$ cat config.mk
export PLATFORM = sky130hd
export DESIGN_NAME = edf_periodic_task_scheduler_top
export DESIGN_NICKNAME = d
export VERILOG_FILES = /design/src/rtl/core/edf_pkg.sv /design/src/rtl/core/edf_ram.sv /design/src/rtl/core/edf_task_upd.sv /design/src/rtl/core/edf_periodic_task_scheduler_top.sv
export SDC_FILE = /design/constraint.sdc
export NUM_CORES = 2
export LEC_CHECK = 0
export BUFFER_PORTS_ARGS = -buffer_cell sky130_fd_sc_hd__buf_2
export CAP_MARGIN = 30
export CORE_MARGIN = 1
export CORE_UTILIZATION = 29
export DETAILED_ROUTE_END_ITERATION = 16
export HOLD_SLACK_MARGIN = 0.05
export PLACE_DENSITY = 0.41
export SETUP_SLACK_MARGIN = 0.15
export SYNTH_ARGS = -nofsm -noshare
export SYNTH_HDL_FRONTEND = slang
export SYNTH_HIERARCHICAL = 1
export SYNTH_SLANG_ARGS = --single-unit
$ cat constraint.sdc
create_clock -name clk -period 14.75 [get_ports clk]
set_input_delay 0.7375 -clock clk [delete_from_list [all_inputs] [get_ports clk]]
set_output_delay 0.7375 -clock clk [all_outputs]
set_load 0.02 [all_outputs]
$ cat src/rtl/core/edf_pkg.sv
`timescale 1ns / 1ps
`default_nettype none

package edf_pkg;

	// Task slots held in the state memory
	localparam int NUM_TASKS = 16;
	localparam int IDX_W     = $clog2(NUM_TASKS);
	localparam int CNT_W     = $clog2(NUM_TASKS + 1);

	// Deadline countdown: two's complement, saturates at the most negative value
	localparam int CD_W = 18;
	localparam logic signed [CD_W-1:0] CD_MIN = {1'b1, {(CD_W-1){1'b0}}};

	// Input word function codes
	localparam logic FUNC_LOAD = 1'b0;
	localparam logic FUNC_TICK = 1'b1;

	// One task's record as stored in the state memory
	typedef struct packed {
		logic [15:0]            capacity;
		logic [15:0]            deadline;
		logic [15:0]            period;
		logic [15:0]            budget;
		logic signed [CD_W-1:0] countdown;
		logic [15:0]            phase;
	} task_rec_t;

	localparam int REC_W = $bits(task_rec_t);

endpackage

`default_nettype wire

$ cat src/rtl/core/edf_ram.sv
`timescale 1ns / 1ps
`default_nettype none

// Simple dual-port RAM: one write port, one read port, registered read data
module edf_ram #(
	parameter int WIDTH = 8,
	parameter int DEPTH = 16
) (
	input  wire logic                     clk,
	input  wire logic                     we,
	input  wire logic [$clog2(DEPTH)-1:0] waddr,
	input  wire logic [WIDTH-1:0]         wdata,
	input  wire logic [$clog2(DEPTH)-1:0] raddr,
	output logic      [WIDTH-1:0]         rdata
);

	logic [WIDTH-1:0] mem_q [DEPTH];

	always_ff @(posedge clk) begin
		if (we) begin
			mem_q[waddr] <= wdata;
		end
		rdata <= mem_q[raddr];
	end

endmodule

`default_nettype wire

$ cat src/rtl/core/edf_task_upd.sv
`timescale 1ns / 1ps
`default_nettype none

// Per-tick update of one task record: release, countdown, phase advance
module edf_task_upd
	import edf_pkg::*;
(
	input  task_rec_t rec_in,
	output task_rec_t rec_out
);

	logic [16:0] phase_inc;

	assign phase_inc = {1'b0, rec_in.phase} + 17'd1;

	always_comb begin
		rec_out = rec_in;
		// release at phase zero, else count down toward the floor
		if (rec_in.phase == 16'd0) begin
			rec_out.budget    = rec_in.capacity;
			rec_out.countdown = signed'({{(CD_W-16){1'b0}}, rec_in.deadline});
		end else if (rec_in.countdown != CD_MIN) begin
			rec_out.countdown = rec_in.countdown - {{(CD_W-1){1'b0}}, 1'b1};
		end
		// phase wraps at the period (a zero period wraps at once)
		if (phase_inc >= {1'b0, rec_in.period}) begin
			rec_out.phase = 16'd0;
		end else begin
			rec_out.phase = phase_inc[15:0];
		end
	end

endmodule

`default_nettype wire

$ cat src/rtl/core/edf_periodic_task_scheduler_top.sv
`timescale 1ns / 1ps
`default_nettype none

// Channel  Handshake            Word
// -------  -------------------  -------------------------------------------------
// in       in_valid / in_ready  func, slot, capacity, rel_deadline, period_len
// out      out_valid/ out_ready busy_res, running_slot (one word per tick)
// cfg      cfg_we               cfg_wdata -> task_count
//
// A load word writes the slot's record straight into the memory.
// A tick word makes one memory read per slot for n = min(task_count, NUM_TASKS)
// slots, each loaded slot written back in the cycle after its read, then one write
// for the chosen budget if a task was chosen, all through the single state memory.
// Reset clears task_count, the loaded bits and the control; the memory needs none.
// A finished word waits in the output register while new input words are taken.
module edf_periodic_task_scheduler_top
	import edf_pkg::*;
(
	input  wire logic        clk,
	input  wire logic        arst_n,
	input  wire logic        in_valid,
	output logic             in_ready,
	input  wire logic        func,
	input  wire logic [3:0]  slot,
	input  wire logic [15:0] capacity,
	input  wire logic [15:0] rel_deadline,
	input  wire logic [15:0] period_len,
	output logic             out_valid,
	input  wire logic        out_ready,
	output logic             busy_res,
	output logic [3:0]       running_slot,
	input  wire logic        cfg_we,
	input  wire logic [4:0]  cfg_wdata
);

	typedef enum logic [1:0] {S_IDLE, S_SCAN, S_FIX, S_OUT} state_t;

	state_t                 state_q;
	logic [4:0]             task_count_q;
	logic [NUM_TASKS-1:0]   loaded_q;
	logic [CNT_W-1:0]       rd_cnt_q;
	logic                   vld_s1;
	logic [IDX_W-1:0]       idx_s1;
	logic                   found_q;
	logic [IDX_W-1:0]       best_idx_q;
	task_rec_t              best_rec_q;

	logic [CNT_W-1:0]       n_lim;
	logic                   in_acc;
	logic                   slot_ok;
	logic                   mem_we;
	logic [IDX_W-1:0]       mem_waddr;
	task_rec_t              mem_wdata;
	task_rec_t              mem_rdata;
	task_rec_t              upd;
	logic                   take_s1;

	assign in_ready = (state_q == S_IDLE);
	assign in_acc   = in_valid && in_ready;
	assign slot_ok  = (32'(slot) < NUM_TASKS);

	// Active slot count, clamped to the memory depth
	always_comb begin
		if (32'(task_count_q) > NUM_TASKS) begin
			n_lim = CNT_W'(NUM_TASKS);
		end else begin
			n_lim = CNT_W'(task_count_q);
		end
	end

	// Configuration register
	always_ff @(posedge clk or negedge arst_n) begin
		if (!arst_n) begin
			task_count_q <= 5'd0;
		end else if (cfg_we) begin
			task_count_q <= cfg_wdata;
		end
	end

	// State memory
	edf_ram #(
		.WIDTH (REC_W),
		.DEPTH (NUM_TASKS)
	) u_ram (
		.clk   (clk),
		.we    (mem_we),
		.waddr (mem_waddr),
		.wdata (mem_wdata),
		.raddr (rd_cnt_q[IDX_W-1:0]),
		.rdata (mem_rdata)
	);

	edf_task_upd u_upd (
		.rec_in  (mem_rdata),
		.rec_out (upd)
	);

	// Candidate check on the record coming back from memory
	assign take_s1 = vld_s1 && loaded_q[idx_s1] && (upd.budget != 16'd0) &&
		(!found_q || (upd.countdown < best_rec_q.countdown));

	// Write port: load, scan write-back, chosen budget decrement
	always_comb begin
		mem_we    = 1'b0;
		mem_waddr = idx_s1;
		mem_wdata = upd;
		if (state_q == S_IDLE) begin
			mem_we    = in_acc && (func == FUNC_LOAD) && slot_ok;
			mem_waddr = IDX_W'(slot);
			mem_wdata = '{capacity: capacity, deadline: rel_deadline, period: period_len,
				budget: 16'd0, countdown: '0, phase: 16'd0};
		end else if (state_q == S_SCAN) begin
			mem_we = vld_s1 && loaded_q[idx_s1];
		end else if (state_q == S_FIX) begin
			mem_we           = found_q;
			mem_waddr        = best_idx_q;
			mem_wdata        = best_rec_q;
			mem_wdata.budget = best_rec_q.budget - 16'd1;
		end
	end

	// Sequencer, scan pipeline and output register
	always_ff @(posedge clk or negedge arst_n) begin
		if (!arst_n) begin
			state_q      <= S_IDLE;
			loaded_q     <= '0;
			rd_cnt_q     <= '0;
			vld_s1       <= 1'b0;
			idx_s1       <= '0;
			found_q      <= 1'b0;
			best_idx_q   <= '0;
			best_rec_q   <= '0;
			out_valid    <= 1'b0;
			busy_res     <= 1'b0;
			running_slot <= 4'd0;
		end else begin
			// in S_OUT a taken word is replaced by the new one below
			if (out_valid && out_ready && (state_q != S_OUT)) begin
				out_valid <= 1'b0;
			end
			case (state_q)
				S_IDLE: begin
					if (in_acc) begin
						if (func == FUNC_TICK) begin
							state_q  <= S_SCAN;
							rd_cnt_q <= '0;
							vld_s1   <= 1'b0;
							found_q  <= 1'b0;
						end else if (slot_ok) begin
							loaded_q[IDX_W'(slot)] <= 1'b1;
						end
					end
				end
				S_SCAN: begin
					if (take_s1) begin
						found_q    <= 1'b1;
						best_idx_q <= idx_s1;
						best_rec_q <= upd;
					end
					if (rd_cnt_q < n_lim) begin
						vld_s1   <= 1'b1;
						idx_s1   <= rd_cnt_q[IDX_W-1:0];
						rd_cnt_q <= rd_cnt_q + 1'b1;
					end else begin
						vld_s1  <= 1'b0;
						state_q <= S_FIX;
					end
				end
				S_FIX: begin
					state_q <= S_OUT;
				end
				S_OUT: begin
					if (!out_valid || out_ready) begin
						out_valid    <= 1'b1;
						busy_res     <= found_q;
						running_slot <= found_q ? 4'(best_idx_q) : 4'd0;
						state_q      <= S_IDLE;
					end
				end
				default: begin
					state_q <= S_IDLE;
				end
			endcase
		end
	end

endmodule

`default_nettype wire

==> flow_summary.yaml <==
status:
  status: "finished, final reports clean"
finish:
  finalNetCount: 3956
  stdcell_area_um2: 81680
  drive_gt1_share_pct: 24.81
  mostFrequentLayoutCell: "edfxtp_1"
  layout_common_cells: "edfxtp_1 (1,568), mux4_2 (397), nand2_1 (318), clkbuf_16 (198), a22oi_1 (196)"
  synthToLayoutAreaGrowth_pct: 15.47
pwr:
  clkPwrFrac_pct: 28.0
  p_int_w: 0.01167
  powerDensity_nw_per_um2: 209.0
  p_leak_nw: 26.75
  ir_drop_uv: 150.3
  switching_share_pct: 31.66
  p_comb_share_pct: 28.1
  p_seq_share_pct: 43.9
  p_sw_w: 0.005404
setup_path:
  crit_type: "flip-flop to flip-flop"
  crit_path_start_kind: "flip-flop"
  worstPathCellList: "inv_1 > ha_1 > nor4b_1 > nand4_1 > buf_4 > inv_2 > nor2_1 > a21oi_1 > ha_1 > a21oi_1 > o21ai_0 > a221o_1 > a211o_1 > o2111ai_4 > buf_4 > buf_4 > mux2_1"
  critPathRequiredTime_ns: 15.43
  end_kind: "flip-flop"
  cpMostUsedCell: "buf_4"
  worst_path_max_delay_cell: "buf_4"
  crit_fanout: 46
  max_stage_delay_ns: 0.68
  worstPathArrival_ns: 6.65
cts:
  clkTransAtPathRegs_ns: 0.06
  root_buffer: "clkbuf_16"
  cts_tree: "yes"
  numCtsBuffers: 194
  clockBufferDepth: 3
  clkSinkCount: 1808
  ctsResizeCount: 0
  holdBufCountCts: 1
  h-tree-depth: 4
  cts_setup_buffers: 0
  worst_skew_pair.late_latency_ns: 0.84
synthesis:
  ys_warn_count: 6
  ys_ff_latch: 1808
  synthFlopType: "edfxtp_1"
  synth.distinct_cells: 66
  synth_edf_count: 1568
  synth_compound_area_share_pct: 3.844
  synth-simple-area-share_pct: 3.193
  synth_top_family_by_area: "multiplexers"
  synth-xor-area-share_pct: 0.4581
  synth_seq_area_share_pct: 74.36
  netlist_instances: 3645
  avgSynthCellArea_um2: 19.41
  netlist_area_um2: 70730
  syn-num-nets: 3754
  synth_adder_area_share_pct: 0.8137
  synth-async-reset-ratio_pct: 7.854
  muxShareOfSynthArea_pct: 15.17
floorplan:
  ios: 70
  die_h_um: 495.9
  dieArea_um2: 245900
  die_w_um: 495.9
  rows: 180
  core-area_um2: 241400
  start_util_pct: 29.30
sta:
  setup-tns-final_ns: 0
  finalCritPeriodShare_pct: 40.42
  period_needed_ns: 5.962
  rsz0062_at_grt: "false"
  tightest_slew_ns: 1.043
  hold_violations: 0
  drv_slew: 0
  max_clock_freq_mhz: 167.7
  setup_viol: 0
  skew_ns: 0.03184
  slew_headroom_pct: 30.46
drt:
  wire_per_inst_um: 27.13
  dr.pass1.iters: 6
  antenna_left: 0
  vias: 35040
  remaining_drc_errors: 0
  routed_wl_um: 195400
  dr.first_iter.drc_count: 2477
  vias_per_cell: 4.864
grt:
  grt_max_degree: 99
  grt_usage_pct: 15.98
  first_global_vias: 37630
  gr-total-overflow: 0
  antenna_found_initial: 6
  grt_pass1_wl_um: 279800
place:
  port_buffers: 69
  dp_hpwl_um: 99050
  gp_congestion: 0.7356
  placed_area_um2: 75400
job:
  maxCapViolations: 0
hold_path:
  min_path_type: "primary input to flip-flop"
==> registers in the layout, indices dropped and copies added (netlist names) <==
signal        flops
task_count_q      5
rd_cnt_q          5
out_valid         1
idx_s1            4
state_q           2
vld_s1            1
loaded_q         16
best_idx_q        4
best_rec_q       98
found_q           1
u_ram/rdata      98
busy_res          1
u_ram/mem_q    1568
running_slot      4
==> worst paths after layout <==
| path | from | to | slack [ns] | cells past startpoint |
|---|---|---|---|---|
| worst max-delay path | u_ram/rdata[0] | best_rec_q[7] | 8.79 | 17 |
| worst min-delay path | cfg_wdata[4] | task_count_q[4] | 0.14 | 3 |
| worst max register to register | u_ram/rdata[0] | best_rec_q[7] | 8.79 | 17 |
| worst min register to register | loaded_q[14] | loaded_q[14] | 0.45 | 1 |
| max in group asynchronous | arst_n | best_rec_q[78] | 12.95 | 3 |
| min in group asynchronous | arst_n | best_rec_q[59] | 0.48 | 2 |
==> per-stage QoR <==
stage	cells	util, %	setup WS [ns]	hold slack (ns)	total power (W)
floorplan	3645	-	5.117	0.4226	0.01062
global placement	6790	31.06	8.785	0.4327	0.01240
detailed placement	6832	31.23	8.795	0.4415	0.01251
CTS	7196	33.81	8.763	0.06559	0.01735
global route	7202	33.83	8.392	0.1178	0.01795
finish	7203	33.83	8.788	0.1372	0.01707
==> cells by family (layout without fill, tap and decap cells) <==
kind of cell | after synthesis | count (layout)
XOR/XNOR | 37 | 37
buffers and inverters | 285 | 654
AND/OR/NAND/NOR | 506 | 506
other | 0 | 4
flip-flops | 1808 | 1808
adder cells (fa/ha/maj) | 46 | 46
multiplexers | 562 | 562
AO/OA/AOI/OAI | 401 | 401
==> power groups by stage <==
stage	clock, W	combinational [W]	sequential, W
final	0.00478	0.00480	0.00749
after floorplan	0	0.00317	0.00746
after detailed placement	0	0.00490	0.00761
after global placement	0	0.00477	0.00763
after CTS	0.00493	0.00492	0.00750
after global routing	0.00512	0.00529	0.00755
==> Yosys cell counts (26+ instances only) <==
master / n / area [um2]
edfxtp_1: 1568 / 47090
mux4_2: 397 / 8941
nand2_1: 319 / 1197
a22oi_1: 196 / 1471
dfrtp_1: 142 / 3553
dfxtp_1: 98 / 1962
clkbuf_1: 87 / 326.6
buf_4: 85 / 638.1
mux2_1: 82 / 923.4
o21ai_0: 67 / 335.3
nor2_1: 62 / 232.7
a21oi_1: 56 / 280.3
mux2i_1: 53 / 530.5
inv_1: 48 / 180.2
ha_1: 46 / 575.6
mux2_2: 30 / 337.8
buf_1: 27 / 101.4
xnor2_1: 26 / 227.7
==> area by class of cell <==
class	count	area, um2
Multi-Input combinational cell	1552	16800
Tap cell	3185	3985
Fill cell	22980	159800
Clock buffer	273	5376
Clock inverter	90	855.8
Timing Repair Buffer	242	1854
Inverter	49	183.9
Sequential cell	1808	52610
Antenna cell	4	10.01
==> metal layers <==
metal  part of all wire [%]  global-route usage, %
met3                    3.2                  2.422
met1                     45                  21.58
met4                    2.0                  3.818
met2                     49                  26.96
met5                      0                      0
==> critical path: cells and delay by family (launching register included) <==
family,cells,cell delay [ns]
buf+inv,5,2.43
fa+ha+maj,2,0.44
flops,1,0.35
simple gates,3,0.75
mux,1,0.38
compound gates,6,1.33
(Power assumes the default switching activity.)
